===== src/sv/kole_pkg.sv =====
// package for the keyed ordered list engine
// operation and status codes, default sizes; no dependencies
package kole_pkg;
	localparam int CAPACITY_DEF = 16;
	localparam logic [2:0] FN_PREPEND = 3'd0;
	localparam logic [2:0] FN_APPEND  = 3'd1;
	localparam logic [2:0] FN_POP     = 3'd2;
	localparam logic [2:0] FN_FIND    = 3'd3;
	localparam logic [2:0] FN_REMOVE  = 3'd4;
	localparam logic [2:0] FN_CLEAR   = 3'd5;
	localparam logic [1:0] ST_OK       = 2'd0;
	localparam logic [1:0] ST_FULL     = 2'd1;
	localparam logic [1:0] ST_NOTFOUND = 2'd2;
endpackage


===== src/sv/kole_slot_mem.sv =====
// slot store: key, value and link per slot, one write and one registered read port
// depends on nothing but its parameter
module kole_slot_mem #(
	parameter int CAPACITY = 16,
	localparam int AW = $clog2(CAPACITY)
) (
	input  logic          clk,
	input  logic          rd_en,
	input  logic [AW-1:0] rd_addr,
	output logic [31:0]   rd_key,
	output logic [31:0]   rd_value,
	output logic [AW-1:0] rd_link,
	input  logic          wr_en,
	input  logic          wr_kv,
	input  logic [AW-1:0] wr_addr,
	input  logic [31:0]   wr_key,
	input  logic [31:0]   wr_value,
	input  logic [AW-1:0] wr_link
);
	logic [31:0]   key_mem [CAPACITY];
	logic [31:0]   val_mem [CAPACITY];
	logic [AW-1:0] lnk_mem [CAPACITY];

	always_ff @(posedge clk) begin
		if (wr_en) begin
			lnk_mem[wr_addr] <= wr_link;
			if (wr_kv) begin
				key_mem[wr_addr] <= wr_key;
				val_mem[wr_addr] <= wr_value;
			end
		end
		if (rd_en) begin
			rd_key   <= key_mem[rd_addr];
			rd_value <= val_mem[rd_addr];
			rd_link  <= lnk_mem[rd_addr];
		end
	end
endmodule


===== src/sv/keyed_ordered_list_engine_unit.sv =====
// Keyed ordered list engine. One operation is taken at a time. Prepend, clear, unused codes,
// refused inserts and operations on an empty list go from execute to output; append and pop
// pass a wait state first; find and remove walk from the head, up to count entries, via the
// single read port of the slot memory, which yields one link per cycle. A stalled result waits
// in the output register; the next item is accepted from the cycle after it is taken. Slot
// memory holds key, value and link; head, tail, count and free map are flip-flops.
module keyed_ordered_list_engine_unit #(
	parameter int CAPACITY = kole_pkg::CAPACITY_DEF,
	localparam int AW = $clog2(CAPACITY),
	localparam int CW = $clog2(CAPACITY + 1)
) (
	input  logic        clk,
	input  logic        arst_n,
	input  logic        in_valid,
	output logic        in_ready,
	input  logic [2:0]  func,
	input  logic [31:0] key,
	input  logic [31:0] data,
	output logic        out_valid,
	input  logic        out_ready,
	output logic [1:0]  status,
	output logic [31:0] data_out,
	output logic [4:0]  count,
	input  logic        cfg_valid,
	output logic        cfg_ready,
	input  logic [4:0]  cfg_data
);
	import kole_pkg::*;

	localparam logic [2:0] S_IDLE = 3'd0;
	localparam logic [2:0] S_EXEC = 3'd1;
	localparam logic [2:0] S_WAIT = 3'd2;
	localparam logic [2:0] S_WALK = 3'd3;
	localparam logic [2:0] S_OUT  = 3'd4;

	logic [2:0]    state_q;
	logic [2:0]    func_q;
	logic [31:0]   key_q, data_q;
	logic [AW-1:0] head_q, tail_q, cur_q, prev_q;
	logic [CW-1:0] cnt_q, steps_q;
	logic [CAPACITY-1:0] free_q;
	logic [4:0]    max_q;
	logic [1:0]    status_q;
	logic [31:0]   dout_q;

	logic          rd_en, wr_en, wr_kv;
	logic [AW-1:0] rd_addr, wr_addr, wr_link;
	logic [31:0]   rd_key, rd_value;
	logic [AW-1:0] rd_link;

	logic [AW-1:0] free_idx;
	logic          full;

	always_comb begin
		free_idx = '0;
		for (int i = CAPACITY - 1; i >= 0; i--)
			if (free_q[i]) free_idx = AW'(i);
	end

	assign full = (cnt_q == CW'(CAPACITY)) ||
		(max_q != 5'd0 && 32'(cnt_q) >= 32'(max_q));

	assign in_ready  = (state_q == S_IDLE);
	assign cfg_ready = 1'b1;
	assign out_valid = (state_q == S_OUT);
	assign status    = status_q;
	assign data_out  = dout_q;
	assign count     = 5'(cnt_q);

	kole_slot_mem #(.CAPACITY(CAPACITY)) u_mem (
		.clk(clk), .rd_en(rd_en), .rd_addr(rd_addr), .rd_key(rd_key),
		.rd_value(rd_value), .rd_link(rd_link), .wr_en(wr_en), .wr_kv(wr_kv),
		.wr_addr(wr_addr), .wr_key(key_q), .wr_value(data_q), .wr_link(wr_link)
	);

	// memory control
	always_comb begin
		rd_en = 1'b0;
		rd_addr = cur_q;
		wr_en = 1'b0;
		wr_kv = 1'b0;
		wr_addr = free_idx;
		wr_link = head_q;
		if (state_q == S_EXEC) begin
			if (func_q == FN_POP || func_q == FN_FIND || func_q == FN_REMOVE) begin
				rd_en = (cnt_q != '0);
				rd_addr = head_q;
			end else if ((func_q == FN_PREPEND || func_q == FN_APPEND) && !full) begin
				wr_en = 1'b1;
				wr_kv = 1'b1;
			end
		end else if (state_q == S_WALK) begin
			if (rd_key != key_q && steps_q + 1'b1 < cnt_q) begin
				rd_en = 1'b1;
				rd_addr = rd_link;
			end
		end
		// tail link is fixed in a second write, see the sequencer
		if (state_q == S_WAIT && func_q == FN_APPEND) begin
			wr_en = (cnt_q != CW'(1));
			wr_addr = prev_q;
			wr_link = tail_q;
		end
		if (state_q == S_WALK && func_q == FN_REMOVE && rd_key == key_q &&
				steps_q != '0) begin
			wr_en = 1'b1;
			wr_addr = prev_q;
			wr_link = rd_link;
		end
	end

	always_ff @(posedge clk or negedge arst_n) begin
		if (!arst_n) begin
			state_q <= S_IDLE;
			head_q <= '0;
			tail_q <= '0;
			cnt_q <= '0;
			free_q <= '1;
			max_q <= '0;
			func_q <= '0;
			key_q <= '0;
			data_q <= '0;
			cur_q <= '0;
			prev_q <= '0;
			steps_q <= '0;
			status_q <= '0;
			dout_q <= '0;
		end else begin
			if (cfg_valid) max_q <= cfg_data;
			unique case (state_q)
				S_IDLE: begin
					if (in_valid) begin
						func_q <= func;
						key_q <= key;
						data_q <= data;
						state_q <= S_EXEC;
					end
				end
				S_EXEC: begin
					status_q <= ST_OK;
					dout_q <= '0;
					state_q <= S_OUT;
					cur_q <= head_q;
					prev_q <= head_q;
					steps_q <= '0;
					if (func_q == FN_PREPEND || func_q == FN_APPEND) begin
						if (full) begin
							status_q <= ST_FULL;
						end else begin
							free_q[free_idx] <= 1'b0;
							cnt_q <= cnt_q + 1'b1;
							dout_q <= data_q;
							if (func_q == FN_PREPEND) begin
								head_q <= free_idx;
								if (cnt_q == '0) tail_q <= free_idx;
							end else begin
								if (cnt_q == '0) head_q <= free_idx;
								prev_q <= tail_q;
								tail_q <= free_idx;
								state_q <= S_WAIT;
							end
						end
					end else if (func_q == FN_POP || func_q == FN_FIND ||
							func_q == FN_REMOVE) begin
						if (cnt_q == '0) status_q <= ST_NOTFOUND;
						else state_q <= (func_q == FN_POP) ? S_WAIT : S_WALK;
					end else if (func_q == FN_CLEAR) begin
						free_q <= '1;
						head_q <= '0;
						tail_q <= '0;
						cnt_q <= '0;
					end
				end
				S_WAIT: begin
					// append link write, or pop read data ready
					state_q <= S_OUT;
					if (func_q == FN_POP) begin
						dout_q <= rd_value;
						free_q[head_q] <= 1'b1;
						cnt_q <= cnt_q - 1'b1;
						if (cnt_q == CW'(1)) begin
							head_q <= '0;
							tail_q <= '0;
						end else begin
							head_q <= rd_link;
						end
					end
				end
				S_WALK: begin
					if (rd_key == key_q) begin
						state_q <= S_OUT;
						dout_q <= rd_value;
						if (func_q == FN_REMOVE) begin
							free_q[cur_q] <= 1'b1;
							cnt_q <= cnt_q - 1'b1;
							if (cnt_q == CW'(1)) begin
								head_q <= '0;
								tail_q <= '0;
							end else if (steps_q == '0) begin
								head_q <= rd_link;
							end else if (cur_q == tail_q) begin
								tail_q <= prev_q;
							end
						end
					end else if (steps_q + 1'b1 < cnt_q) begin
						prev_q <= cur_q;
						cur_q <= rd_link;
						steps_q <= steps_q + 1'b1;
					end else begin
						status_q <= ST_NOTFOUND;
						state_q <= S_OUT;
					end
				end
				S_OUT: begin
					if (out_ready) state_q <= S_IDLE;
				end
				default: state_q <= S_IDLE;
			endcase
		end
	end
endmodule

===== config.mk =====
export PLATFORM = sky130hd
export DESIGN_NAME = keyed_ordered_list_engine_unit
export DESIGN_NICKNAME = d
export VERILOG_FILES = /design/src/sv/kole_pkg.sv /design/src/sv/kole_slot_mem.sv /design/src/sv/keyed_ordered_list_engine_unit.sv
export SDC_FILE = /design/constraint.sdc
export NUM_CORES = 2
export LEC_CHECK = 0
export ABC_CLOCK_PERIOD_IN_PS = 6900
export BUFFER_PORTS_ARGS = -buffer_cell sky130_fd_sc_hd__buf_2
export CAP_MARGIN = 25
export CORE_MARGIN = 1
export CORE_UTILIZATION = 56
export DETAILED_ROUTE_END_ITERATION = 7
export PLACE_DENSITY_LB_ADDON = 0.05
export SYNTH_ARGS = -nofsm -noshare
export SYNTH_HDL_FRONTEND = slang
export SYNTH_SLANG_ARGS = --single-unit

===== constraint.sdc =====
create_clock -name clk -period 6.9 [get_ports clk]
set_input_delay 0.345 -clock clk [delete_from_list [all_inputs] [get_ports clk]]
set_output_delay 0.345 -clock clk [all_outputs]
set_load 0.05 [all_outputs]

==> results.md <==
* Maximum fanout along the worst path at 18
* Static leakage power at 21.21 nW
* Worst Tran Pin Value at 1.069 ns
* Library cell with the highest instance count after synthesis: edfxtp_1
* Initial antenna violation count at 1
* Worst hold path class: in2async
* Cell variety after synth at 70
* CTS root buffer: clkbuf_16
* Core Rows at 111
* Global-route wire length before repair at 201900 um
* Post-route DRC violation count at 0
* Critical path capture point type: flop
* Die area at 93830 sq um
* Overflow left after global routing at 0
* Post-DR vias/cell at 6.385
* Sum of net half-perimeters after detailed placement at 71820 um
* Placed Cells incl. Taps at 4520
* Clock transition at the registers of the reported paths at 0.06 ns
* Cells after Synth at 3356
* Most common library cells after synthesis: 1156 x edfxtp_1, 601 x nand2_1, 281 x mux2i_1
* Final hold violations at 0
* Register-to-Register Setup Slack at 1.74 ns
* Postcts setup bufs at 0
* Average wire per standard cell at 28.12 um
* Nature of the critical path startpoint: flop
* Fin cells at 4849
* Post_cts resized at 0
* Synthesized area per cell at 15.45 sq um
* Initial core utilization at 0.5658
* Share of the cycle needed by the critical path after routing at 0.7474
* Worst hold slack across all endpoints at 0.2973 ns
* Worst Path Required at 7.32 ns
* Total via count in the routed design at 30960
* Cts-stage hold buffer count at 83
* TritonRoute pass-1 iters at 5
* Port Buffers at 117
* Detailed Route WL at 136400 um
* Share of post-route cells with drive strength above 1 at 0.1422
* Sequential area share after synthesis at 0.7426
* Number of diodes added for antenna fixing at 0
* Pin count of the biggest net entering global routing at 157
* CTS tree: yes
* Total number of clock tree sinks at 1307
* Max-slew violation count at 0
* Number of max-cap violations at 0
* Wire length on met1 at 58800 um
* Met3 WL post-DR at 9301 um
* Maximum level of the CTS H-tree at 4
* Period minus WS final at 5.157 ns
* Data arrival at the endpoint of the critical path at 5.58 ns
* Layout overhead on the synthesized area at 14.21%
* Final Setup Violations at 0
* Routed wire length on met2 at 65070 um
* Flip-flop and latch count after synthesis at 1307
* Synthesis Warnings at 0
* Weighted congestion reported at the end of routability-driven placement at 0.8787
* Power density normalized to cell area at 444.7 nW/um^2
* Number of synthesized flops with an enable pin at 1156
* Overall die width at 306.3 um
* Clock Latency Late Sink at 0.75 ns
* Async set-or-reset flop fraction in the synthesized netlist at 0.1155
* Unrepaired setup endpoints after global routing: no
* DP Worst Slack at 1.794 ns
* Maximum clock insertion buffer count at 3
* Outcome: finished clean
* Worst slew margin relative to its limit at 0.2872
* Total standard cell area after synthesis at 51860 sq um
* Via count of the first global-routing pass at 30890
* Final worst clock skew at 0.02578 ns
* Launch point of the critical path: key_q[23]
* Io pins at 119
* Post-route setup slack at 1.743 ns
* TNS Setup at 0 ns
* Area leader, netlist: edfxtp_1
* Most area-consuming cells after synthesis: edfxtp_1 67%, dfrtp_1 6.5%, mux2i_1 5.4%
* Worst ir drop on vdd at 0.4381 mV
* Most frequently used flop master after synthesis: edfxtp_1
* Worst reg2reg startpoint: key_q[23]
* Post-DRT Antenna Nets at 0
* Floorplan die height at 306.3 um
* CTS Buf Count at 134
* Maximum achievable frequency at 193.9 MHz
* Global-route usage over all layers at 0.2938
* 1st-iter DRT viols at 3212
* Highest metal layer used by the detailed router: met5
* Proportion of netlist area held by the largest area contributor at 0.6694
* Post-synthesis net count at 3447
* Number of nets in the layout at 3645
* Fillcell total at 6483
* Setup CP Type: reg2reg
* Core Area at 91660 sq um
-- through the flow --
| stage | instance area, sq um | power (W) | utilization |
|---|---|---|---|
| 6_report | 59230 | 0.02634 | 0.6461 |
| 5_1_grt | 59230 | 0.02738 | 0.6461 |
| 4_1_cts | 59200 | 0.02643 | 0.6458 |
| 3_5_place_dp | 53980 | 0.01922 | 0.5889 |
| 3_3_place_gp | 53980 | 0.01901 | 0.5889 |
| 2_1_floorplan | 51860 | 0.01647 | - |
-- cell type report --
cell class	count	area (sq um)	share of cell area
Clock buffer	179	3720	0.06281
Clock inverter	66	669.4	0.01130
Inverter	21	78.83	0.001331
Multi-Input combinational cell	1820	12530	0.2115
Sequential cell	1307	38510	0.6503
Tap cell	1186	1484	0.02506
Timing Repair Buffer	270	2233	0.03771
-- flip-flops by register name, indices dropped and copies added, names as in the netlist, 3 cells and up --
name            cells
u_mem.key_mem     512
u_mem.val_mem     512
u_mem.lnk_mem      64
data_out           32
data_q             32
key_q              32
u_mem.rd_key       32
u_mem.rd_value     32
free_q             16
count               5
max_q               5
steps_q             5
cur_q               4
head_q              4
prev_q              4
tail_q              4
u_mem.rd_link       4
func_q              3
state_q             3
-- power breakdown --
group | total, W | switching, W | internal (W)
combinational | 0.00744 | 0.00489 | 0.00254
sequential | 0.0117 | 0.00129 | 0.0104
clock | 0.00720 | 0.00298 | 0.00422
total | 0.0263 | 0.00916 | 0.0172
-- final timing paths --
path | cells past startpoint | end
worst max-delay path | 9 | u_mem.val_mem[8][17]
worst min-delay path | 2 | max_q[1]
worst max register to register | 9 | u_mem.val_mem[8][17]
worst min register to register | 1 | free_q[3]
max in group asynchronous | 4 | data_out[9]
min in group clk | 3 | func_q[2]
-- worst max-delay path: stages, from the launching register on --
cell,delay (ns)
dfrtp_1,0.56
xnor2_1,0.72
nand4_1,0.34
nor4_4,0.48
nand4_1,0.50
nand2_1,0.41
mux2i_1,0.40
nand2_1,0.27
nor2_4,0.76
buf_4,0.38
-- layout by cell type, fill, tap and decap left out, types with 17 or more instances in the layout --
master	count
dlygate4sd3_1	83
clkinv_1	17
buf_2	116
mux2i_1	281
buf_12	21
dfrtp_1	135
a32oi_1	272
inv_1	21
clkbuf_1	32
clkbuf_16	140
o21ai_0	29
xnor2_1	35
nand2_1	601
mux2_2	76
and4_1	69
a21oi_1	54
buf_4	48
a22oi_1	34
nor2_1	109
clkinv_2	25
nor3_1	18
edfxtp_1	1156
-- routing by layer --
metal	global-route usage	vias up
met5	0	-
met4	0.09337	2
met3	0.03712	215
met2	0.4671	1364
met1	0.4261	15920
li1	-	13450
-- logic make-up (layout without fill, tap and decap cells) --
family	count (synthesis)	in the layout	share of synthesized area
DFF	1307	1307	0.7426
and+or+nand+nor	894	894	0.07716
AOI/OAI and AO/OA	515	515	0.07894
muxes	357	357	0.07074
buffers and inverters	229	536	0.02048
xor gates and xnor gates	39	39	0.006587
adders and majority gates	14	14	0.003378
other	1	1	0.00007231
Note: power is estimated with default switching activity, not from simulation.
